===== src/sv/zrt_pkg.sv =====
`timescale 1ns / 1ps
// Package with shared types, constants and codes of the zone remap translator.
package zrt_pkg;

  localparam int NUM_CHANNELS = 16;
  localparam int MAX_ZONES    = 256;
  localparam int CH_W         = 4;
  localparam int ZONE_W       = 8;
  localparam int ADDR_W       = CH_W + ZONE_W;
  localparam int MAP_DEPTH    = NUM_CHANNELS * MAX_ZONES;
  localparam int PAGE_W       = 32;
  localparam int ZP_W         = 25;
  localparam int ZC_W         = 9;
  localparam int CFG_IDX_W    = 1;
  localparam int CFG_DATA_W   = 25;
  localparam int QDEPTH       = 2;

  localparam logic [CFG_IDX_W-1:0] CFG_ZONE_COUNT = 1'd0;
  localparam logic [CFG_IDX_W-1:0] CFG_ZONE_PAGES = 1'd1;

  typedef enum logic [1:0] {
    OP_TRANSLATE = 2'd0,
    OP_SWAP      = 2'd1,
    OP_QUERY     = 2'd2,
    OP_NOP       = 2'd3
  } op_t;

  typedef enum logic [2:0] {
    ST_OK             = 3'd0,
    ST_BAD_CHANNEL    = 3'd1,
    ST_OUT_OF_RANGE   = 3'd2,
    ST_NOT_CONFIGURED = 3'd3,
    ST_INVALID_SWAP   = 3'd4
  } status_t;

  typedef struct packed {
    logic [1:0]        operation;
    logic [CH_W-1:0]   channel_index;
    logic [PAGE_W-1:0] chan_page;
    logic [ZONE_W-1:0] first_zone;
    logic [ZONE_W-1:0] second_zone;
  } in_item_t;

  typedef struct packed {
    logic [PAGE_W-1:0] physical_page;
    logic [ZONE_W-1:0] mapped_zone;
    logic [2:0]        status;
  } out_item_t;

  // Job handed from the front to the back.
  typedef enum logic [2:0] {
    JOB_DONE,      // result is final, no map work
    JOB_TRANSLATE, // divide then look up
    JOB_SWAP,
    JOB_QUERY,
    JOB_INIT       // map identity sweep marker (unused by front)
  } job_t;

  typedef struct packed {
    job_t              job;
    logic [CH_W-1:0]   channel_index;
    logic [PAGE_W-1:0] chan_page;
    logic [ZONE_W-1:0] first_zone;
    logic [ZONE_W-1:0] second_zone;
    out_item_t         result;
  } cmd_t;

  typedef enum logic [3:0] {
    BS_INIT, BS_IDLE, BS_DIV, BS_LOOK, BS_LOOKW, BS_MUL, BS_SWAPRD, BS_SWAPW1,
    BS_SWAPW2, BS_QRD, BS_QW, BS_OUT
  } bstate_t;

endpackage


===== src/sv/zrt_front.sv =====
`timescale 1ns / 1ps
// Front end: accepts items, checks ranges and queues jobs for the back end.
module zrt_front (
  input  logic                         clk,
  input  logic                         rst_n,
  input  logic                         in_push,
  output logic                         in_full,
  input  zrt_pkg::in_item_t            in_item,
  input  logic [zrt_pkg::ZC_W-1:0]     zone_count,
  input  logic [zrt_pkg::ZP_W-1:0]     zone_pages,
  output logic                         cmd_valid,
  input  logic                         cmd_take,
  output zrt_pkg::cmd_t                cmd
);
  zrt_pkg::cmd_t q_r [zrt_pkg::QDEPTH];
  logic          wp_r, rp_r;
  logic [1:0]    cnt_r;
  zrt_pkg::cmd_t c;
  logic [zrt_pkg::ZC_W-1:0] lim;
  logic          push_ok;

  assign lim     = (zone_count > 9'(zrt_pkg::MAX_ZONES)) ? 9'(zrt_pkg::MAX_ZONES) : zone_count;
  assign in_full = (cnt_r == 2'(zrt_pkg::QDEPTH));
  assign push_ok = in_push && !in_full;
  assign cmd_valid = (cnt_r != 2'd0);
  assign cmd = q_r[rp_r];

  always_comb begin
    c.channel_index = in_item.channel_index;
    c.chan_page     = in_item.chan_page;
    c.first_zone    = in_item.first_zone;
    c.second_zone   = in_item.second_zone;
    c.result        = '0;
    c.job           = zrt_pkg::JOB_DONE;
    case (zrt_pkg::op_t'(in_item.operation))
      zrt_pkg::OP_TRANSLATE: begin
        if (zone_count == '0) begin
          c.result.physical_page = in_item.chan_page;
        end else if (zone_pages == '0) begin
          c.result.status = zrt_pkg::ST_NOT_CONFIGURED;
        end else begin
          c.job = zrt_pkg::JOB_TRANSLATE;
        end
      end
      zrt_pkg::OP_SWAP: begin
        if (zone_count == '0) begin
          c.result.status = zrt_pkg::ST_NOT_CONFIGURED;
        end else if ({1'b0, in_item.first_zone} >= lim || {1'b0, in_item.second_zone} >= lim
                     || in_item.first_zone == in_item.second_zone) begin
          c.result.status = zrt_pkg::ST_INVALID_SWAP;
        end else begin
          c.job = zrt_pkg::JOB_SWAP;
        end
      end
      zrt_pkg::OP_QUERY: begin
        if (zone_count == '0) begin
          c.result.status = zrt_pkg::ST_NOT_CONFIGURED;
        end else if ({1'b0, in_item.first_zone} >= lim) begin
          c.result.status = zrt_pkg::ST_OUT_OF_RANGE;
        end else begin
          c.job = zrt_pkg::JOB_QUERY;
        end
      end
      default: c.job = zrt_pkg::JOB_DONE;
    endcase
  end

  always_ff @(posedge clk) begin
    if (push_ok) begin
      q_r[wp_r] <= c;
    end
    if (!rst_n) begin
      wp_r  <= 1'b0;
      rp_r  <= 1'b0;
      cnt_r <= 2'd0;
    end else begin
      if (push_ok) begin
        wp_r <= ~wp_r;
      end
      if (cmd_take) begin
        rp_r <= ~rp_r;
      end
      cnt_r <= cnt_r + 2'(push_ok) - 2'(cmd_take);
    end
  end

`ifndef SYNTHESIS
  a_take_valid: assert property (@(posedge clk) disable iff (!rst_n)
    cmd_take |-> cmd_valid) else $error("job taken from empty queue");
  a_cnt_range: assert property (@(posedge clk) disable iff (!rst_n)
    cnt_r <= 2'(zrt_pkg::QDEPTH)) else $error("job queue count out of range");
  a_full_hold: assert property (@(posedge clk) disable iff (!rst_n)
    (in_full && !cmd_take) |=> in_full) else $error("queue lost a job");
`endif
endmodule


===== config.mk =====
export PLATFORM = sky130hd
export DESIGN_NAME = zrt_front
export DESIGN_NICKNAME = d
export VERILOG_FILES = /design/src/sv/zrt_pkg.sv /design/src/sv/zrt_front.sv
export SDC_FILE = /design/constraint.sdc
export NUM_CORES = 1
export LEC_CHECK = 0
export BUFFER_PORTS_ARGS = -buffer_cell sky130_fd_sc_hd__clkbuf_2
export CORE_MARGIN = 2
export CORE_UTILIZATION = 40
export DETAILED_ROUTE_END_ITERATION = 8
export MAX_ROUTING_LAYER = met4
export PLACE_DENSITY = 0.74
export SYNTH_ARGS = -nofsm -noshare
export SYNTH_HDL_FRONTEND = slang
export SYNTH_SLANG_ARGS = --single-unit

===== constraint.sdc =====
create_clock -name clk -period 8.5 [get_ports clk]
set_clock_uncertainty 0.2 [all_clocks]
set_input_delay 0.85 -clock clk [delete_from_list [all_inputs] [get_ports clk]]
set_output_delay 0.85 -clock clk [all_outputs]
set_load 0.005 [all_outputs]

==> run metrics <==
worst hold slack 0.404 ns; Final WS setup approximately 5.1 ns; post-cts resize count 0; fraction of the yosys area taken by sequential cells between 70% and 80%; Fill cells 1592; Die Wd 142 µm; status finished, final reports clean; Syn Area/Cell 17.5 µm²; area delta synth->final 21.8%; hold_sp rp_r$_SDFFE_PN0P_; WL/cell 16.4 µm; Hold Path Depth 2; endpoint class of the critical path output port; Total GRT Usage 14.8%; pre-CTS setup slack 5.42 ns; final wirelength 14.3 mm; initial antenna violation count 0; mux contribution to synthesized area 13.2%; Ant. Diodes 0; Synth Area in Compound Gates 1.82%; Post-CTS Repair Setup Buffers 0; I/O pins around 190; RSZ-0062 raised after global routing no; Max-Cap Viols 0; final hold violation count 0; simple-gate share of the synthesized area 6.84%; Cell variety after synth 38; critical path peak fanout 53; WP data arrival about 2.3 ns; vias 4354; clk sinks 183; RD Place Congestion 0.936; FP Rows 50; HPWL after DPL 9.69 mm; pwr dens 241 nW/µm²; maximum vdd ir drop 0.110 mV; Root Buffer clkbuf_16; DRT iter0 DRCs ~130; CTS tree built; Tcrit/Tclk final 39.7%; required time of the critical path roughly 7.5 ns; CP Class reg -> out; clk buf depth 2; Seq cells post-synth ~180; Tmin final 3.38 ns; worst min path class reg -> reg; Initial Util 40.7%; Overflow after GRT 0; total die area 20100 µm²; multi-input logic area 2030 µm²; worst slew pin tran 1.21 ns; largest family of logic cells by synthesized area multiplexers; setup TNS 0 ns; startpoint types flip-flop; commonest non-fill, non-tap cell in the layout clkbuf_2; leakage power ~3.5 nW; cell area after synthesis around 7600 µm²; vias in the first global route 4709; slew margin rel. between 10% and 20%; Antenna Nets Post-Route 0; Vias/cell 4.99; reg-to-reg startpoint cnt_r[0]$_SDFF_PN0_; 1st-pass router iterations 4; r2r setup slk 6.20 ns; DRC Markers 0; register area 5450 µm²; Mapped Cells ~440; layout cells sized above 1 48.3%; hold_buf cts 0; final setup violation count 0; Total Power 0.00224 W; die height 142 µm; Syn. warnings 0; R2R Path End q_r[0][46]$_DFFE_PP_; later-pin clock latency in the skew report 0.41 ns; core outline area 18700 µm²; most frequent cells in the layout clkbuf_2 (182), edfxtp_1 (178), mux2_2 (89); PortBufs 182; pin count of the biggest net entering global routing 91; adder-cell share of the synthesized area 2.96%; fin util 49.5%; H-tree depth 4; TritonCTS Buffers 17; cells on worst reg2reg path 4; clock transition at the registers of the reported paths 0.06 ns; max-slew violation count 0; f_max 0.296 GHz; nets@finish 735; xor/xnor share of the synthesized area between 1 and 1.5%; global-route wire length before repair roughly 22 mm
registers in the layout (all words and copies together) (netlist names), named ones only:
name / count
cnt_r: 2
q_r: 178
wp_r: 1
rp_r: 1
stage by stage:
step,area (µm²),std cells
6_report,9270,872
2_1_floorplan,7640,444
4_1_cts,9270,872
3_3_place_gp,8730,840
3_5_place_dp,8730,840
5_1_grt,9270,872
routing by layer:
| layer | part of all wire, % | GRT usage (%) | routed length, µm | vias to the layer above |
|---|---|---|---|---|
| met5 | 0 | - | 0 | - |
| met4 | 2.1 | 5.95 | 297 | 0 |
| met3 | 5.1 | 3.50 | 723 | 18 |
| met2 | 52 | 26.3 | 7460 | 165 |
| met1 | 41 | 16.1 | 5800 | 2149 |
| li1 | - | - | - | 2022 |
synth_stat cells:
library cell	instances	area [µm²]
nand4_1	3	18.8
a31oi_1	1	6.26
xor2_1	1	8.76
or2_2	1	6.26
nor2b_1	2	12.5
a21oi_1	7	35.0
o21a_1	1	7.51
conb_1	1	3.75
nor3_4	1	16.3
nand2b_1	9	56.3
inv_1	6	22.5
a2111oi_0	1	8.76
buf_4	9	67.6
nor4_1	7	43.8
nand4b_1	1	8.76
a211oi_1	2	15.0
nand3_1	1	5.00
dfxtp_1	5	100
buf_6	3	33.8
a21o_1	2	15.0
and2_1	37	231
nor4_4	1	21.3
ha_1	18	225
buf_2	11	55.1
nand3_2	1	10.0
mux2_2	89	1000
xnor2_1	10	87.6
o21ai_0	2	10.0
o21ba_2	1	10.0
and3_1	2	12.5
nor3_1	3	15.0
and4b_1	1	10.0
a221o_1	1	10.0
o32ai_1	1	8.76
nand2_1	6	22.5
nor2_1	8	30.0
edfxtp_1	178	5350
o22ai_1	2	12.5
critical path, cell delays in order, from the launching register on:
cell and delay [ns]:
dfxtp_4 0.66, buf_4 0.63, mux2_2 0.43, clkbuf_2 0.12
how the worst max path moves through the flow:
stage / end / slack, ns / depth (start not counted)
3_5_place_dp: q_r[0][17]$_DFFE_PP_ / 5.42 / 5
4_1_cts: cmd[34] / 5.07 / 3
2_1_floorplan: q_r[0][0]$_DFFE_PP_ / 3.10 / 2
6_report: cmd[34] / 5.12 / 3
5_1_grt: cmd[23] / 4.98 / 3
3_3_place_gp: q_r[0][17]$_DFFE_PP_ / 5.47 / 5
where the power goes:
group | total, W | switching [W] | internal [W]
Sequential | 0.00117 | 0.0000336 | 0.00113
Combinational | 0.000350 | 0.000186 | 0.000164
Clock | 0.000720 | 0.000317 | 0.000403
Total | 0.00224 | 0.000537 | 0.00170
cells by family (layout without fill, tap and decap cells):
| kind of cell | after synthesis | after routing |
|---|---|---|
| AND/OR/NAND/NOR | 84 | 84 |
| other | 1 | 9 |
| buffers and inverters | 29 | 223 |
| XOR/XNOR | 11 | 11 |
| adder cells (fa/ha/maj) | 18 | 18 |
| AO/OA/AOI/OAI | 21 | 21 |
| multiplexers | 89 | 89 |
| flip-flops | 183 | 183 |
cell type report:
type                            count  share of cell area [%]
Sequential cell                   183                    58.8
Multi-Input combinational cell    232                    21.9
Timing Repair Buffer              185                    10.1
Clock buffer                       20                    4.71
Tap cell                          234                    3.16
Clock inverter                     12                    1.12
Inverter                            6                   0.243
Power figures use the tool's default switching activity.
